[src/rtl/s2x_pkg.sv]
// Shared types, constants and pixel functions for the Scale2x upscaler.
`default_nettype none

package s2x_pkg;

  // Geometry of the line stores and the position counters.
  localparam int unsigned MaxWidth = 512;
  localparam int unsigned MaxLines = 1024;
  localparam int unsigned AddrW    = $clog2(MaxWidth);
  localparam int unsigned RowW     = $clog2(MaxLines);
  localparam int unsigned WidthW   = 10;
  localparam int unsigned PixW     = 16;

  // Configuration port.
  localparam int unsigned CfgIdxW  = 1;
  localparam int unsigned CfgDataW = 10;

  localparam logic [CfgIdxW-1:0] REG_LINE_WIDTH    = 1'd0;
  localparam logic [CfgIdxW-1:0] REG_SCANLINE_MODE = 1'd1;

  localparam logic [WidthW-1:0] LINE_WIDTH_RST = 10'd322;
  localparam logic [WidthW-1:0] WIDTH_MIN      = 10'd3;
  localparam logic [WidthW-1:0] WIDTH_MAX      = WidthW'(MaxWidth);
  localparam logic [RowW-1:0]   ROW_LAST       = RowW'(MaxLines - 1);

  // Per-channel halving mask for RGB565 (drops the LSB of each channel).
  localparam logic [PixW-1:0] HALF_MASK = 16'hf7de;

  // Stream payload widths, padded to whole bytes.
  localparam int unsigned InDataW  = 16;
  localparam int unsigned OutBits  = 4 * PixW + AddrW + RowW;
  localparam int unsigned OutDataW = ((OutBits + 7) / 8) * 8;

  typedef enum logic [1:0] {
    SCAN_PLAIN   = 2'd0,
    SCAN_HALF    = 2'd1,
    SCAN_THREE_Q = 2'd2
  } scan_mode_e;

  // Neighborhood of one center pixel.
  typedef struct packed {
    logic [PixW-1:0] above;
    logic [PixW-1:0] left;
    logic [PixW-1:0] right;
    logic [PixW-1:0] below;
    logic [PixW-1:0] center;
  } nbr_t;

  // One 2x2 output block.
  typedef struct packed {
    logic [PixW-1:0] top_left;
    logic [PixW-1:0] top_right;
    logic [PixW-1:0] bottom_left;
    logic [PixW-1:0] bottom_right;
  } blk_t;

  // A corner takes the edge neighbor when its side matches the edge and
  // both the opposite neighbor and the other side differ from it.
  function automatic logic [PixW-1:0] pick_corner(
    input logic [PixW-1:0] side,
    input logic [PixW-1:0] other,
    input logic [PixW-1:0] edge_px,
    input logic [PixW-1:0] opp,
    input logic [PixW-1:0] center
  );
    logic take;
    take = (side == edge_px) && (opp != edge_px) && (other != edge_px);
    return take ? edge_px : center;
  endfunction

  // Scanline dimming of a bottom output pixel.
  function automatic logic [PixW-1:0] dim_pixel(
    input logic [1:0]      mode,
    input logic [PixW-1:0] p
  );
    logic [PixW-1:0] half;
    logic [PixW-1:0] res;
    half = (p & HALF_MASK) >> 1;
    unique case (mode)
      SCAN_HALF:    res = half;
      SCAN_THREE_Q: res = half + ((half & HALF_MASK) >> 1);
      default:      res = p;
    endcase
    return res;
  endfunction

endpackage

`default_nettype wire

[src/rtl/s2x_kernel.sv]
// Scale2x corner selection and scanline dimming for one center pixel.
`default_nettype none

module s2x_kernel
  import s2x_pkg::*;
(
  input  wire nbr_t       nbr_i,
  input  wire logic [1:0] mode_i,
  output blk_t            blk_o
);

  logic [PixW-1:0] bl_raw;
  logic [PixW-1:0] br_raw;

  // Top corners look up, bottom corners look down.
  always_comb begin
    blk_o.top_left  = pick_corner(nbr_i.left,  nbr_i.right, nbr_i.above,
                                  nbr_i.below, nbr_i.center);
    blk_o.top_right = pick_corner(nbr_i.right, nbr_i.left,  nbr_i.above,
                                  nbr_i.below, nbr_i.center);
    bl_raw          = pick_corner(nbr_i.left,  nbr_i.right, nbr_i.below,
                                  nbr_i.above, nbr_i.center);
    br_raw          = pick_corner(nbr_i.right, nbr_i.left,  nbr_i.below,
                                  nbr_i.above, nbr_i.center);
    blk_o.bottom_left  = dim_pixel(mode_i, bl_raw);
    blk_o.bottom_right = dim_pixel(mode_i, br_raw);
  end

endmodule

`default_nettype wire

[config.mk]
export PLATFORM = sky130hd
export DESIGN_NAME = s2x_kernel
export DESIGN_NICKNAME = d
export VERILOG_FILES = /design/src/rtl/s2x_pkg.sv /design/src/rtl/s2x_kernel.sv
export SDC_FILE = /design/constraint.sdc
export NUM_CORES = 1
export LEC_CHECK = 0
export BUFFER_PORTS_ARGS = -buffer_cell sky130_fd_sc_hd__buf_4
export CAP_MARGIN = 10
export CORE_MARGIN = 8
export CORE_UTILIZATION = 39
export DETAILED_ROUTE_END_ITERATION = 12
export GPL_ROUTABILITY_DRIVEN = 1
export PLACE_DENSITY = 0.69
export SYNTH_ARGS = -nofsm -noshare
export SYNTH_HDL_FRONTEND = slang
export SYNTH_SLANG_ARGS = --single-unit
[constraint.sdc]
create_clock -name vclk -period 6.9
set_input_delay 0.69 -clock vclk [all_inputs]
set_output_delay 0.69 -clock vclk [all_outputs]
set_load 0.01 [all_outputs]
# == Yosys cells after proc, flatten, opt, wreduce, memory -nomap -nowiden ==
# Cells that the tools add are included.
# op_classes
n_reduce_logical,8
n_mux,6
n_eq_ne,12
add_sub_neg,2
# ops
op,n
16-bit != test,6
16-bit == test,4
16-bit 2-to-1 mux,4
16-bit one-hot mux with 2 select lines,2
15-bit by 14-bit adder with 16-bit output,2
1-bit logical AND,8
2-bit by 1-bit == test with 1-bit output (second input constant),1
2-bit == test (second input constant),1
# word_totals
wordCells,28
reg_bits,0

# == Depth between registers and ports, before layout ==
# depth
ltp_word,6
ltp_mapped,17
ltp_nobuf,14

# == Worst setup path before layout ==
# Ideal clock, no wire load.
# synth_timing
kind,in2out
start,input nbr_i[27] (netlist bit)
end,output blk_o[2] (netlist bit)
arrival_time_ns,3.407
cell_stages,12
setup_slack_ns,2.803
path_buffers,2
cell_sequence,clkbuf_2 > xor2_1 > nor4_1 > nand4_1 > nand3_1 > buf_2 > mux2_2 > ha_1 > fa_1 > xor2_1 > a221oi_1 > a21oi_1
# synth_lines
element,line,rtl
from (decl),s2x_kernel.sv:7,"input wire nbr_t nbr_i,"
to (decl),s2x_kernel.sv:9,output blk_t blk_o

==> metrics.md <==
| Metric | Value |
|---|---|
| Status | `finished, final reports clean` |
| Die height | `104 um` |
| First-pass GRT wire length | `18.1 mm` |
| Register area | `0 um2` |
| Max_slew headroom | `0.403` |
| Final setup violation count | `0` |
| Min-Delay Path Depth | `3` |
| Post-synth top area share | `0.194` |
| Fmax | `roughly 200 MHz` |
| CP peak stage delay | `0.76 ns` |
| Pin slew with the least headroom to its limit | `0.893 ns` |
| Seq cells | `0` |
| GRT overflow | `0` |
| Vias | `3256` |
| Share of layout cells above drive strength 1 | `0.416` |
| Critical Path Source Type | `input pin` |
| Period utilisation layout | `0.708` |
| Hold Buf Count CTS | `0` |
| Min Tclk post-route | `4.89 ns` |
| Critical path class | `input pin to primary output` |
| Gp weighted congestion | `0.882` |
| Drt drc | `0` |
| Unrepaired setup endpoints after global routing | `false` |
| Number of global-route vias before repair | `3386` |
| Largest net degree at the start of global routing | `55` |
| Initial Utilization | `0.397` |
| Area Growth Syn to Fin | `37.8%` |
| CP Capture Type | `primary output` |
| Row cnt | `32` |
| Pre-antenna DRT Iters | `4` |
| Nets | `616` |
| Routed len/inst | `18.8 um` |
| Ports | `~150` |
| Hold Crit Start | `nbr_i[1]` |
| Pins over their slew limit | `0` |
| Total die area | `0.0108 mm2` |
| Hold Path Class | `input pin to primary output` |
| Cells after synthesis | `371` |
| Arrival time at the worst endpoint | `4.20 ns` |
| Cell Area, Synth | `a little over 0.003 mm2` |
| GRT Util Overall | `0.198` |
| I/O Buffers | `146` |
| Worst path cell trace | `buf_4, xor2_1, nor4_1, nand4_1, or3b_1, mux2_2, ha_1, a21o_1, a21o_1, xor2_1, a221oi_1, a21oi_1, buf_4` |
| Via density | `around 5.4` |
| Die W | `104 um` |
| Critical path peak fanout | `16` |
| Endpoints failing hold | `0` |
| Max-Cap Viols | `0` |
| Power Total | `0.301 mW` |
| Critical path's slowest cell | `or3b_1` |
| Mean post-synth cell area | `8.14 um2` |
| # clk buffers | `0` |
| Top cells by count, synth | `xor2_1 (54), mux2_2 (52), xnor2_1 (34)` |
| Most frequent cell after synthesis | `xor2_1` |
| Final ANT Viol Nets | `0` |
| Syn Nets | `487` |
| Peak supply drop | `0.0000511 V` |
| Hold Crit Endpoint | `blk_o[33]` |
| Hpwl dp | `9.55 mm` |
| Setup bufs post-CTS | `0` |
| Power Density | `slightly above 70 mW/mm2` |
| Fill count | `772` |
| Core area | `approximately 0.0076 mm2` |
| Multi-input logic area | `0.00286 mm2` |
| Post-synthesis sequential area ratio | `0` |
| Diodes inserted | `0` |
| Leak | `around 2 nW` |
| DRT Wirelength | `11.3 mm` |
| WP data required | `6.21 ns` |
| Gates resized, CTS repair | `0` |
| Final setup TNS | `0 ns` |
| Synth cell types | `29` |
| Antenna violations before repair | `0` |
| Yosys top cell by area | `mux2_2` |
| Final design utilization | `0.547` |
| Yosys warning total | `0` |
| Initial DRC Count | `between 100 and 150` |
| Main area contributors after synthesis | `mux2_2 (19%), xor2_1 (16%), ha_1 (12%)` |
[metal layers]
metal	up-vias	track usage	wire length [um]
met5	-	0	0
met4	0	0.0196	121
met3	8	0.0310	802
met2	116	0.344	5230
met1	1536	0.257	5120
li1	1596	-	-
[area by class of cell]
class	count	area share
Inverter	20	0.0180
Multi-Input combinational cell	331	0.686
Tap cell	102	0.0307
Timing Repair Buffer	147	0.265
[cells by family after synthesis]
family,count (synthesis),share of synthesized area
xor+xnor,88,0.255
simple gates,65,0.114
mux,70,0.264
compound gates,74,0.157
fa+ha+maj,34,0.156
buf+inv,40,0.0543
[worst max path at each step]
stage | end | slack [ns] | start
floorplan | blk_o[2] | 2.80 | nbr_i[27]
global placement | blk_o[24] | 2.04 | nbr_i[66]
detailed placement | blk_o[24] | 2.01 | nbr_i[66]
CTS | blk_o[24] | 2.01 | nbr_i[66]
global route | blk_o[13] | 1.81 | nbr_i[25]
finish | blk_o[24] | 2.01 | nbr_i[66]
[through the flow]
stage                     area (um2)  setup slack [ns]  hold WS, ns  cells
final                           4160              2.01         1.72    600
after global routing            4160              1.81         1.73    600
after floorplan                 3020              2.80         1.53    371
after CTS                       4160              2.01         1.72    600
after detailed placement        4160              2.01         1.72    600
after global placement          4160              2.04         1.72    600
[power by group]
part	switching [mW]	total [mW]	internal [mW]
clock network	0	0	0
registers	0	0	0
logic	0.152	0.301	0.149
total	0.152	0.301	0.149
[worst max-delay path: cells and delay by family]
family          cells  cell delay, ns
compound gates      4            0.71
xor+xnor            2            0.30
fa+ha+maj           1            0.30
buf+inv             2            0.32
mux                 1            0.46
simple gates        3            1.41
[cells in the final DEF, fill, tap and decap left out]
master,instances
xor2_1,54
nor2b_1,9
o21ai_0,12
fa_1,6
ha_1,28
a21oi_1,28
mux2_4,6
nor4_1,14
a221oi_2,1
xnor2_1,34
nand2_1,20
a22oi_1,10
nand3_1,2
or3b_2,1
nand2b_1,1
o21ai_1,2
buf_4,147
nand4_1,11
mux2i_1,12
or3b_1,1
mux2_2,52
inv_1,20
nor2_1,6
a21o_1,8
a221oi_1,13
Power figures use the tool's default switching activity.
